--- src/sv/adcas_pkg.sv ---
`timescale 1ns / 1ps
// Shared types, constants and the query micro-program for the ADC averaging block.
// Used by adcas_serial_alu and adc_average_and_scale; depends on nothing.
package adcas_pkg;

  localparam int CHANNEL_COUNT = 10;
  localparam int AVERAGE_SHIFT = 11;

  localparam int ACC_W      = 23;
  localparam int SAMPLE_W   = 12;
  localparam int CAL_W      = 12;
  localparam int CH_W       = 4;
  localparam int VALUE_W    = 16;
  localparam int WORD_W     = 32;
  localparam int IN_TDATA_W = CH_W + SAMPLE_W;
  localparam int PADDR_W    = 3;
  localparam int APB_DATA_W = 32;
  localparam int AVG_W      = ACC_W - AVERAGE_SHIFT;
  localparam int CH_IDX_W   = $clog2(CHANNEL_COUNT);
  localparam int STEP_W     = 4;
  localparam int K_W        = 13;

  localparam logic [CAL_W-1:0] CAL_RESET = CAL_W'(1526);

  localparam logic REG_VREF_CAL    = 1'b0;
  localparam logic OPERATION_ACC   = 1'b0;
  localparam logic OPERATION_QUERY = 1'b1;

  localparam logic [CH_W-1:0] CH_BATT_V    = CH_W'(0);
  localparam logic [CH_W-1:0] CH_BUS_V     = CH_W'(1);
  localparam logic [CH_W-1:0] CH_SUPPLY_V  = CH_W'(2);
  localparam logic [CH_W-1:0] CH_DISCHG_I  = CH_W'(3);
  localparam logic [CH_W-1:0] CH_CHG_I     = CH_W'(4);
  localparam logic [CH_W-1:0] CH_INT_THERM = CH_W'(6);
  localparam logic [CH_W-1:0] CH_FEEDBACK  = CH_W'(7);
  localparam int              REF_CHANNEL  = 9;

  localparam int K_REF_MV     = 3300;
  localparam int K_FULL_SCALE = 4095;
  localparam int K_DIVIDER    = 11;
  localparam int K_FB_NUM     = 4667;
  localparam int K_FB_DEN     = 1000;
  localparam int K_SENSE_GAIN = 330;
  localparam int K_SENSE_R    = 6800;
  localparam int K_MILLI      = 1000;
  localparam int K_SHUNT      = 30;

  typedef enum logic [1:0] {OP_MUL, OP_DIV, OP_END} uop_op_t;
  typedef enum logic [1:0] {SRC_CONST, SRC_REF, SRC_CHAN} uop_src_t;
  typedef enum logic [2:0] {KIND_VOLT, KIND_CURR, KIND_MV, KIND_FB, KIND_NONE} kind_t;

  typedef struct packed {
    uop_op_t        op;
    uop_src_t       src;
    logic [K_W-1:0] k;
  } uop_t;

  typedef struct packed {
    logic start;
    logic div;
  } alu_cmd_t;

  typedef struct packed {
    logic busy;
    logic done;
  } alu_rsp_t;

  function automatic kind_t kind_of(logic [CH_W-1:0] ch);
    kind_t k;
    unique case (ch)
      CH_BATT_V, CH_BUS_V, CH_SUPPLY_V: k = KIND_VOLT;
      CH_DISCHG_I, CH_CHG_I:            k = KIND_CURR;
      CH_INT_THERM:                     k = KIND_MV;
      CH_FEEDBACK:                      k = KIND_FB;
      default:                          k = KIND_NONE;
    endcase
    return k;
  endfunction

  function automatic uop_t uop_at(kind_t kind, logic [STEP_W-1:0] step);
    uop_t u;
    u = '{op: OP_END, src: SRC_CONST, k: '0};
    unique case (step)
      STEP_W'(0): u = '{op: OP_MUL, src: SRC_CONST, k: K_W'(K_REF_MV)};
      STEP_W'(1): u = '{op: OP_DIV, src: SRC_REF,   k: '0};
      STEP_W'(2): u = '{op: OP_MUL, src: SRC_CHAN,  k: '0};
      STEP_W'(3): u = '{op: OP_DIV, src: SRC_CONST, k: K_W'(K_FULL_SCALE)};
      STEP_W'(4): begin
        unique case (kind)
          KIND_VOLT: u = '{op: OP_MUL, src: SRC_CONST, k: K_W'(K_DIVIDER)};
          KIND_CURR: u = '{op: OP_MUL, src: SRC_CONST, k: K_W'(K_SENSE_GAIN)};
          KIND_FB:   u = '{op: OP_MUL, src: SRC_CONST, k: K_W'(K_FB_NUM)};
          default:   u = '{op: OP_END, src: SRC_CONST, k: '0};
        endcase
      end
      STEP_W'(5): begin
        unique case (kind)
          KIND_CURR: u = '{op: OP_DIV, src: SRC_CONST, k: K_W'(K_SENSE_R)};
          KIND_FB:   u = '{op: OP_DIV, src: SRC_CONST, k: K_W'(K_FB_DEN)};
          default:   u = '{op: OP_END, src: SRC_CONST, k: '0};
        endcase
      end
      STEP_W'(6): begin
        if (kind == KIND_CURR) begin
          u = '{op: OP_MUL, src: SRC_CONST, k: K_W'(K_MILLI)};
        end
      end
      STEP_W'(7): begin
        if (kind == KIND_CURR) begin
          u = '{op: OP_DIV, src: SRC_CONST, k: K_W'(K_SHUNT)};
        end
      end
      default: u = '{op: OP_END, src: SRC_CONST, k: '0};
    endcase
    return u;
  endfunction

endpackage

--- src/sv/adcas_serial_alu.sv ---
`timescale 1ns / 1ps
// Bit-serial multiply (shift-add, wraps at 32 bits) and restoring divide unit.
// Depends on adcas_pkg.
module adcas_serial_alu (
  input  logic                             clk,
  input  logic                             rst,
  input  adcas_pkg::alu_cmd_t              cmd,
  input  logic [adcas_pkg::WORD_W-1:0]     opa,
  input  logic [adcas_pkg::WORD_W-1:0]     opb,
  output adcas_pkg::alu_rsp_t              rsp,
  output logic [adcas_pkg::WORD_W-1:0]     result
);
  import adcas_pkg::*;

  localparam int CNT_W = $clog2(WORD_W) + 1;

  typedef enum logic [2:0] {
    ALU_IDLE = 3'b001,
    ALU_MUL  = 3'b010,
    ALU_DIV  = 3'b100
  } alu_state_t;

  alu_state_t        state, state_next;
  logic [WORD_W-1:0] work, work_next;
  logic [WORD_W-1:0] side, side_next;
  logic [WORD_W-1:0] opnd, opnd_next;
  logic [CNT_W-1:0]  cnt, cnt_next;
  logic              done, done_next;
  logic [WORD_W+1:0] trial;

  always_comb begin
    trial      = {1'b0, side, work[WORD_W-1]} - {2'b00, opnd};
    state_next = state;
    work_next  = work;
    side_next  = side;
    opnd_next  = opnd;
    cnt_next   = cnt;
    done_next  = 1'b0;
    unique case (state)
      ALU_IDLE: begin
        if (cmd.start) begin
          work_next  = cmd.div ? opa : '0;
          side_next  = cmd.div ? '0 : opa;
          opnd_next  = opb;
          cnt_next   = CNT_W'(WORD_W);
          state_next = cmd.div ? ALU_DIV : ALU_MUL;
        end
      end
      ALU_MUL: begin
        if (opnd == '0) begin
          done_next  = 1'b1;
          state_next = ALU_IDLE;
        end else begin
          if (opnd[0]) begin
            work_next = work + side;
          end
          side_next = side << 1;
          opnd_next = opnd >> 1;
        end
      end
      ALU_DIV: begin
        if (!trial[WORD_W+1]) begin
          side_next = trial[WORD_W-1:0];
          work_next = {work[WORD_W-2:0], 1'b1};
        end else begin
          side_next = {side[WORD_W-2:0], work[WORD_W-1]};
          work_next = {work[WORD_W-2:0], 1'b0};
        end
        cnt_next = cnt - CNT_W'(1);
        if (cnt == CNT_W'(1)) begin
          done_next  = 1'b1;
          state_next = ALU_IDLE;
        end
      end
      default: state_next = ALU_IDLE;
    endcase
  end

  always_ff @(posedge clk) begin
    if (rst) begin
      state <= ALU_IDLE;
      done  <= 1'b0;
    end else begin
      state <= state_next;
      done  <= done_next;
    end
  end

  always_ff @(posedge clk) begin
    work <= work_next;
    side <= side_next;
    opnd <= opnd_next;
    cnt  <= cnt_next;
  end

  assign rsp.busy = (state != ALU_IDLE);
  assign rsp.done = done;
  assign result   = work;

  a_done_pulse: assert property (@(posedge clk) disable iff (rst)
    rsp.done |=> !rsp.done)
    else $error("alu done held longer than one cycle");

  a_start_runs: assert property (@(posedge clk) disable iff (rst)
    cmd.start && !rsp.busy |=> rsp.busy)
    else $error("alu did not start on command");

  a_div_count: assert property (@(posedge clk) disable iff (rst)
    (state == ALU_DIV) |-> (cnt != '0))
    else $error("divide running with exhausted bit count");

endmodule

--- src/sv/adc_average_and_scale.sv ---
`timescale 1ns / 1ps
// ADC channel averaging with reference-ratiometric scaling; depends on adcas_pkg
// and adcas_serial_alu. Sample beats may come back to back while no query is in progress.
// A query beat runs a micro-program on the bit-serial unit, with an issue and a wait state per
// step: each multiply runs until its remaining multiplier bits are zero, each divide over all 32 bits;
// a current-channel query runs the longest program, and a reference fault or unused kind runs none.
// Synchronous reset clears all accumulators and loads the calibration default.
module adc_average_and_scale (
  input  logic                                 clk,
  input  logic                                 rst,
  input  logic                                 s_axis_tvalid,
  output logic                                 s_axis_tready,
  input  logic [adcas_pkg::IN_TDATA_W-1:0]     s_axis_tdata,  // channel, sample
  input  logic                                 s_axis_tuser,  // operation
  output logic                                 m_axis_tvalid,
  input  logic                                 m_axis_tready,
  output logic [adcas_pkg::VALUE_W-1:0]        m_axis_tdata,  // scaled_value
  output logic                                 m_axis_tuser,  // ref_error
  input  logic                                 psel,
  input  logic                                 penable,
  input  logic                                 pwrite,
  input  logic [adcas_pkg::PADDR_W-1:0]        paddr,
  input  logic [adcas_pkg::APB_DATA_W-1:0]     pwdata,
  output logic [adcas_pkg::APB_DATA_W-1:0]     prdata,
  output logic                                 pready
);
  import adcas_pkg::*;

  localparam logic [CH_W:0] CH_LIMIT = (CH_W + 1)'(CHANNEL_COUNT);

  typedef enum logic [3:0] {
    ST_IDLE   = 4'b0001,
    ST_ISSUE  = 4'b0010,
    ST_WAIT   = 4'b0100,
    ST_FINISH = 4'b1000
  } state_t;

  state_t             state, state_next;
  logic [ACC_W-1:0]   acc [CHANNEL_COUNT];
  logic [CAL_W-1:0]   cal;
  logic [STEP_W-1:0]  step;
  kind_t              kind_q;
  logic [AVG_W-1:0]   avg_ref_q, avg_ch_q;
  logic [WORD_W-1:0]  x;
  logic [VALUE_W-1:0] res_value;
  logic               res_err;
  logic               out_valid;

  logic               in_accept, in_op, ch_ok, out_free, reg_sel, cfg_write;
  logic [CH_W-1:0]    in_ch;
  logic [SAMPLE_W-1:0] in_sample;
  logic [CH_IDX_W-1:0] in_idx;
  logic [ACC_W-1:0]   acc_cur, acc_upd;
  logic [AVG_W-1:0]   avg_ch, avg_ref;
  kind_t              in_kind;
  uop_t               uop;
  logic [WORD_W-1:0]  operand_b, alu_result;
  alu_cmd_t           alu_cmd;
  alu_rsp_t           alu_rsp;

  assign in_op     = s_axis_tuser;
  assign in_ch     = s_axis_tdata[CH_W-1:0];
  assign in_sample = s_axis_tdata[CH_W +: SAMPLE_W];
  assign in_idx    = in_ch[CH_IDX_W-1:0];
  assign in_kind   = kind_of(in_ch);
  assign ch_ok     = ({1'b0, in_ch} < CH_LIMIT);
  assign in_accept = s_axis_tvalid && s_axis_tready;
  assign s_axis_tready = (state == ST_IDLE);

  assign acc_cur = acc[in_idx];
  assign acc_upd = acc_cur - {{AVERAGE_SHIFT{1'b0}}, acc_cur[ACC_W-1:AVERAGE_SHIFT]}
                 + {{(ACC_W-SAMPLE_W){1'b0}}, in_sample};
  assign avg_ch  = ch_ok ? acc_cur[ACC_W-1:AVERAGE_SHIFT] : '0;

  generate
    if (REF_CHANNEL < CHANNEL_COUNT) begin : g_ref
      localparam logic [CH_IDX_W-1:0] REF_IDX = CH_IDX_W'(REF_CHANNEL);
      assign avg_ref = acc[REF_IDX][ACC_W-1:AVERAGE_SHIFT];
    end else begin : g_no_ref
      assign avg_ref = '0;
    end
  endgenerate

  always_ff @(posedge clk) begin
    if (rst) begin
      for (int i = 0; i < CHANNEL_COUNT; i++) begin
        acc[i] <= '0;
      end
    end else if (in_accept && in_op == OPERATION_ACC && ch_ok) begin
      acc[in_idx] <= acc_upd;
    end
  end

  assign uop = uop_at(kind_q, step);

  always_comb begin
    unique case (uop.src)
      SRC_REF:  operand_b = {{(WORD_W-AVG_W){1'b0}}, avg_ref_q};
      SRC_CHAN: operand_b = {{(WORD_W-AVG_W){1'b0}}, avg_ch_q};
      default:  operand_b = {{(WORD_W-K_W){1'b0}}, uop.k};
    endcase
  end

  assign alu_cmd.start = (state == ST_ISSUE) && (uop.op != OP_END);
  assign alu_cmd.div   = (uop.op == OP_DIV);

  adcas_serial_alu u_alu (
    .clk    (clk),
    .rst    (rst),
    .cmd    (alu_cmd),
    .opa    (x),
    .opb    (operand_b),
    .rsp    (alu_rsp),
    .result (alu_result)
  );

  assign out_free = !out_valid || m_axis_tready;

  always_comb begin
    state_next = state;
    unique case (state)
      ST_IDLE: begin
        if (in_accept && in_op == OPERATION_QUERY) begin
          if (avg_ref == '0 || in_kind == KIND_NONE) begin
            state_next = ST_FINISH;
          end else begin
            state_next = ST_ISSUE;
          end
        end
      end
      ST_ISSUE:  state_next = (uop.op == OP_END) ? ST_FINISH : ST_WAIT;
      ST_WAIT:   state_next = alu_rsp.done ? ST_ISSUE : ST_WAIT;
      ST_FINISH: state_next = out_free ? ST_IDLE : ST_FINISH;
      default:   state_next = ST_IDLE;
    endcase
  end

  always_ff @(posedge clk) begin
    if (rst) begin
      state     <= ST_IDLE;
      out_valid <= 1'b0;
    end else begin
      state <= state_next;
      if (state == ST_FINISH && out_free) begin
        out_valid <= 1'b1;
      end else if (m_axis_tready) begin
        out_valid <= 1'b0;
      end
    end
  end

  always_ff @(posedge clk) begin
    unique case (state)
      ST_IDLE: begin
        avg_ref_q <= avg_ref;
        avg_ch_q  <= avg_ch;
        kind_q    <= in_kind;
        x         <= {{(WORD_W-CAL_W){1'b0}}, cal};
        step      <= '0;
        res_value <= '0;
        res_err   <= (avg_ref == '0);
      end
      ST_ISSUE: begin
        if (uop.op == OP_END) begin
          res_value <= x[VALUE_W-1:0];
        end
      end
      ST_WAIT: begin
        if (alu_rsp.done) begin
          x    <= alu_result;
          step <= step + STEP_W'(1);
        end
      end
      ST_FINISH: begin
        if (out_free) begin
          m_axis_tdata <= res_value;
          m_axis_tuser <= res_err;
        end
      end
      default: ;
    endcase
  end

  assign m_axis_tvalid = out_valid;

  assign pready    = 1'b1;
  assign reg_sel   = paddr[PADDR_W-1];
  assign cfg_write = psel && penable && pwrite && pready && (reg_sel == REG_VREF_CAL);
  assign prdata    = (reg_sel == REG_VREF_CAL) ? {{(APB_DATA_W-CAL_W){1'b0}}, cal} : '0;

  always_ff @(posedge clk) begin
    if (rst) begin
      cal <= CAL_RESET;
    end else if (cfg_write) begin
      cal <= pwdata[CAL_W-1:0];
    end
  end

  a_err_zero: assert property (@(posedge clk) disable iff (rst)
    m_axis_tvalid && m_axis_tuser |-> (m_axis_tdata == '0))
    else $error("reference fault beat carries nonzero value");

  a_start_idle: assert property (@(posedge clk) disable iff (rst)
    alu_cmd.start |-> !alu_rsp.busy)
    else $error("alu started while busy");

  a_query_leaves: assert property (@(posedge clk) disable iff (rst)
    in_accept && in_op == OPERATION_QUERY |=> (state != ST_IDLE))
    else $error("query beat accepted without leaving idle");

endmodule

--- config.mk ---
export PLATFORM = sky130hd
export DESIGN_NAME = adc_average_and_scale
export DESIGN_NICKNAME = d
export VERILOG_FILES = /design/src/sv/adcas_pkg.sv /design/src/sv/adcas_serial_alu.sv /design/src/sv/adc_average_and_scale.sv
export SDC_FILE = /design/constraint.sdc
export NUM_CORES = 1
export LEC_CHECK = 0
export CAP_MARGIN = 20
export CORE_MARGIN = 1
export CORE_UTILIZATION = 40
export CTS_BUF_LIST = sky130_fd_sc_hd__clkbuf_4 sky130_fd_sc_hd__clkbuf_8 sky130_fd_sc_hd__clkbuf_16
export DETAILED_ROUTE_END_ITERATION = 10
export DONT_BUFFER_PORTS = 1
export GPL_TIMING_DRIVEN = 0
export HOLD_SLACK_MARGIN = 0.12
export PLACE_DENSITY_LB_ADDON = 0.2
export SLEW_MARGIN = 30
export SYNTH_ARGS = -nofsm -noshare
export SYNTH_HDL_FRONTEND = slang
export SYNTH_SLANG_ARGS = --single-unit
--- constraint.sdc ---
create_clock -name clk -period 13.4 [get_ports clk]
set_input_delay 0.67 -clock clk [delete_from_list [all_inputs] [get_ports clk]]
set_output_delay 0.67 -clock clk [all_outputs]
set_load 0.02 [all_outputs]
==> results.json <==
{
  "outcome": "completed",
  "drv_cap": 0,
  "viasPerCell": 5.49,
  "seq_area_frac_synth": 0.598,
  "synth_mux_area_frac": 0.0950,
  "async_reset_ff_frac": 0,
  "crit_family": "buffers and inverters",
  "synth-seq-cells": 569,
  "rsz0062_at_grt": "no",
  "internal_power_mw": 3.23,
  "clock-sinks": 569,
  "final.period_utilization": 0.566,
  "netlist_instances": 2166,
  "crit_slowest_cell": "xnor2_1",
  "grt_max_degree": 37,
  "clkTransAtPathRegs_ns": 0.07,
  "synthAdderAreaFrac": 0.0432,
  "yosys.area.top_type": "edfxtp_1",
  "layout_min_cycle_time_ns": 7.58,
  "grt_pass1_wl_mm": 115,
  "synth_area_leaders": "edfxtp_1, mux4_2, nor2_1, ha_1, nand2_1",
  "drive_gt1_frac": 0.129,
  "hold_viol": 0,
  "synth_warnings": 0,
  "cts_tree": "built",
  "setup_violations": 0,
  "antenna_found_initial": 1,
  "cp_num_buf_inv": 6,
  "synthToLayoutAreaGrowth_pct": 14.8,
  "finalMaxSlewViolations": 0,
  "cts_resized": 0,
  "overflow": 0,
  "ys.flop_type": "edfxtp_1",
  "grt_usage": 0.216,
  "drtIter0Drc": 1529,
  "worstSetupEndpointType": "flop",
  "synth-xor-area-share": 0.0192,
  "final_antenna_net_count": 0,
  "critPathRequiredTime_ns": 13.68,
  "place_congestion": 0.902,
  "pwr-share-comb": 0.159,
  "p_switching_mw": 1.22,
  "avgSynthCellArea_sq_um": 13.0,
  "ys_types": 79,
  "whs_ns": 0.170,
  "hold_class": "in -> reg",
  "synth_edf_count": 548,
  "io-pin-count": 111,
  "synth_top_family_by_area": "simple AND/OR/NAND/NOR gates",
  "nNetsFinal": 2546,
  "cts_buffers": 58,
  "tns_ns": 0,
  "rows": 97,
  "pwr-share-seq": 0.469,
  "p_leak_nw": 12.4,
  "die_area_sq_um": 71600,
  "crit_top_cell": "clkbuf_1",
  "cp.arrival_ns": 7.86,
  "max-vdd-ir-drop_v": 0.0000953,
  "relSlewSlack": 0.352,
  "vias": 18606,
  "initial_utilization": 0.404,
  "clk_latency_ns": 0.63,
  "drt_wl_total_mm": 75.8,
  "worst_slew_pin_slew_ns": 0.965,
  "fmax_mhz": 132,
  "first_global_vias": 18683,
  "syn-cell-area_sq_um": 28200,
  "start_kind": "input pin",
  "port_buffers": 0,
  "clockBufferDepth": 3,
  "htree_levels": 2,
  "core_sq_um": 69900,
  "total_power_mw": 4.44,
  "root_buffer": "clkbuf_16",
  "crit_chain": "clkbuf_1, clkbuf_1, buf_1, clkbuf_1, mux4_2, mux4_2, inv_1, ha_1, inv_1, ha_1, fa_1, a211oi_1, o21ai_0, a41o_1, a211o_1, a311oi_1, o31ai_1, xnor2_1, nor2_1",
  "powerDensity_nw_per_um2": 137,
  "drc": 0,
  "die_y_microns": 268,
  "first_pass_iters": 7,
  "cpPeakStageDelay_ns": 0.78,
  "clkPwrFrac": 0.372,
  "fp.dieW_microns": 268,
  "synthSimpleGateAreaFrac": 0.119,
  "worstSetupPathType": "in -> reg",
  "wire_per_inst_microns": 22.4,
  "swShare": 0.274,
  "crit_fanout": 10,
  "skew_ns": 0.0191,
  "synth_top_cell_area_share": 0.583,
  "synth_compound_area_frac": 0.0902,
  "dpl.hpwl_mm": 55.4
}
==> layout make-up <==
cell class,instances,area [sq um]
Fill cell,6400,37500
Clock buffer,75,1600
Inverter,104,390
Multi-Input combinational cell,1520,11000
Clock inverter,32,329
Buffer,130,607
Sequential cell,569,16900
Antenna cell,1,2.50
Tap cell,940,1180
Timing Repair Buffer,15,368
==> synth_stat cells (5+ instances only) <==
| master | n |
|---|---|
| clkbuf_1 | 79 |
| nand4b_1 | 5 |
| and3_1 | 16 |
| dfxtp_1 | 21 |
| o21ai_0 | 89 |
| nor2_1 | 297 |
| inv_1 | 101 |
| o22ai_1 | 11 |
| mux2i_1 | 8 |
| and3b_1 | 5 |
| or3_1 | 6 |
| a211oi_1 | 7 |
| nand4_1 | 14 |
| edfxtp_1 | 548 |
| buf_2 | 25 |
| mux4_2 | 115 |
| buf_4 | 22 |
| ha_1 | 75 |
| nand2_1 | 135 |
| a31oi_1 | 21 |
| nor2b_1 | 26 |
| nand3b_1 | 14 |
| or2_2 | 5 |
| nand3_1 | 25 |
| nor3_1 | 34 |
| fa_1 | 14 |
| nand2b_1 | 21 |
| o21bai_1 | 16 |
| o211ai_1 | 5 |
| a211o_1 | 6 |
| a222oi_1 | 9 |
| o21a_1 | 8 |
| nor4b_1 | 6 |
| a21o_1 | 38 |
| a221o_1 | 11 |
| a21oi_1 | 82 |
| and2_1 | 58 |
| o31ai_1 | 7 |
| xnor2_1 | 33 |
| a22oi_1 | 47 |
| nor4_1 | 12 |
| xor2_1 | 29 |
==> state kept, by name (all words and copies together), names as in the netlist, 3 cells and up <==
| name | flops |
|---|---|
| m_axis_tdata | 16 |
| u_alu.opnd | 13 |
| avg_ref_q | 12 |
| x | 32 |
| u_alu.result | 32 |
| acc | 368 |
| u_alu.side | 32 |
| u_alu.cnt | 6 |
| res_value | 16 |
| cal | 12 |
| step | 4 |
| avg_ch_q | 12 |
| state | 4 |
| u_alu.state | 3 |
| kind_q | 3 |
==> path summary, 6_finish.rpt <==
check,startpoint,endpoint,slack [ns],cells past startpoint
max,s_axis_tdata[1],acc[12][22],5.82,19
min,pwdata[4],cal[4],0.17,2
max reg2reg,acc[9][12],acc[12][22],7.49,13
min reg2reg,res_value[9],m_axis_tdata[9],0.42,0
==> placed cells by master (no fill, tap or decap), drive strengths merged, types with 35 or more instances in the layout <==
cell    instances
mux4          115
clkbuf        155
nor2          297
a22oi          47
buf            64
edfxtp        548
o21ai          91
nand2         135
ha             75
nor3           35
a21o           38
inv           102
a21oi          83
and2           58
conb          159
==> metal layers <==
layer  track usage  up-vias  wire [microns]
met1         0.270     9347           30100
met2         0.377      672           38400
met5             0        -               0
met4        0.0746        0            2150
met3        0.0363      126            5110
li1              -     8461               -
==> worst reg2reg max path: stages (launching register included) <==
cell and delay, ns:
edfxtp_1 0.50, mux4_2 0.50, mux4_2 0.63, fa_1 0.56, inv_1 0.07, fa_1 0.48, a211oi_1 0.34, o21ai_0 0.21
a41o_1 0.33, a211o_1 0.36, a311oi_1 0.36, o31ai_1 0.12, xnor2_1 0.78, nor2_1 0.32
==> per-stage QoR <==
step                      utilization  cells  instance area [sq um]  worst slack, ns
after floorplan                     -   2323                  28800             7.44
after global placement          0.429   3263                  30000             5.15
after detailed placement        0.435   3277                  30400             5.25
after CTS                       0.463   3385                  32400             5.90
after global routing            0.463   3385                  32400             5.57
final                           0.463   3386                  32400             5.82
==> logic make-up (layout without fill, tap and decap cells) <==
logic type / after synthesis / after routing
buf+inv: 234 / 356
xor+xnor: 62 / 62
flops: 569 / 569
simple gates: 698 / 698
other cells: 2 / 160
compound gates: 388 / 388
fa+ha+maj: 89 / 89
mux: 124 / 124
==> what timing repair did <==
action,CTS,global route
endpoints found under the hold margin,1,0
buffers inserted,0,0
hold buffers,1,0
==> power by group through the flow <==
stage	clock network, mW	registers, mW	logic [mW]
6_report	1.65	2.08	0.706
2_1_floorplan	0	2.10	0.496
4_1_cts	1.68	2.08	0.704
3_3_place_gp	0	2.12	0.677
5_1_grt	1.74	2.09	0.778
3_5_place_dp	0	2.12	0.700
Power figures use the tool's default switching activity.
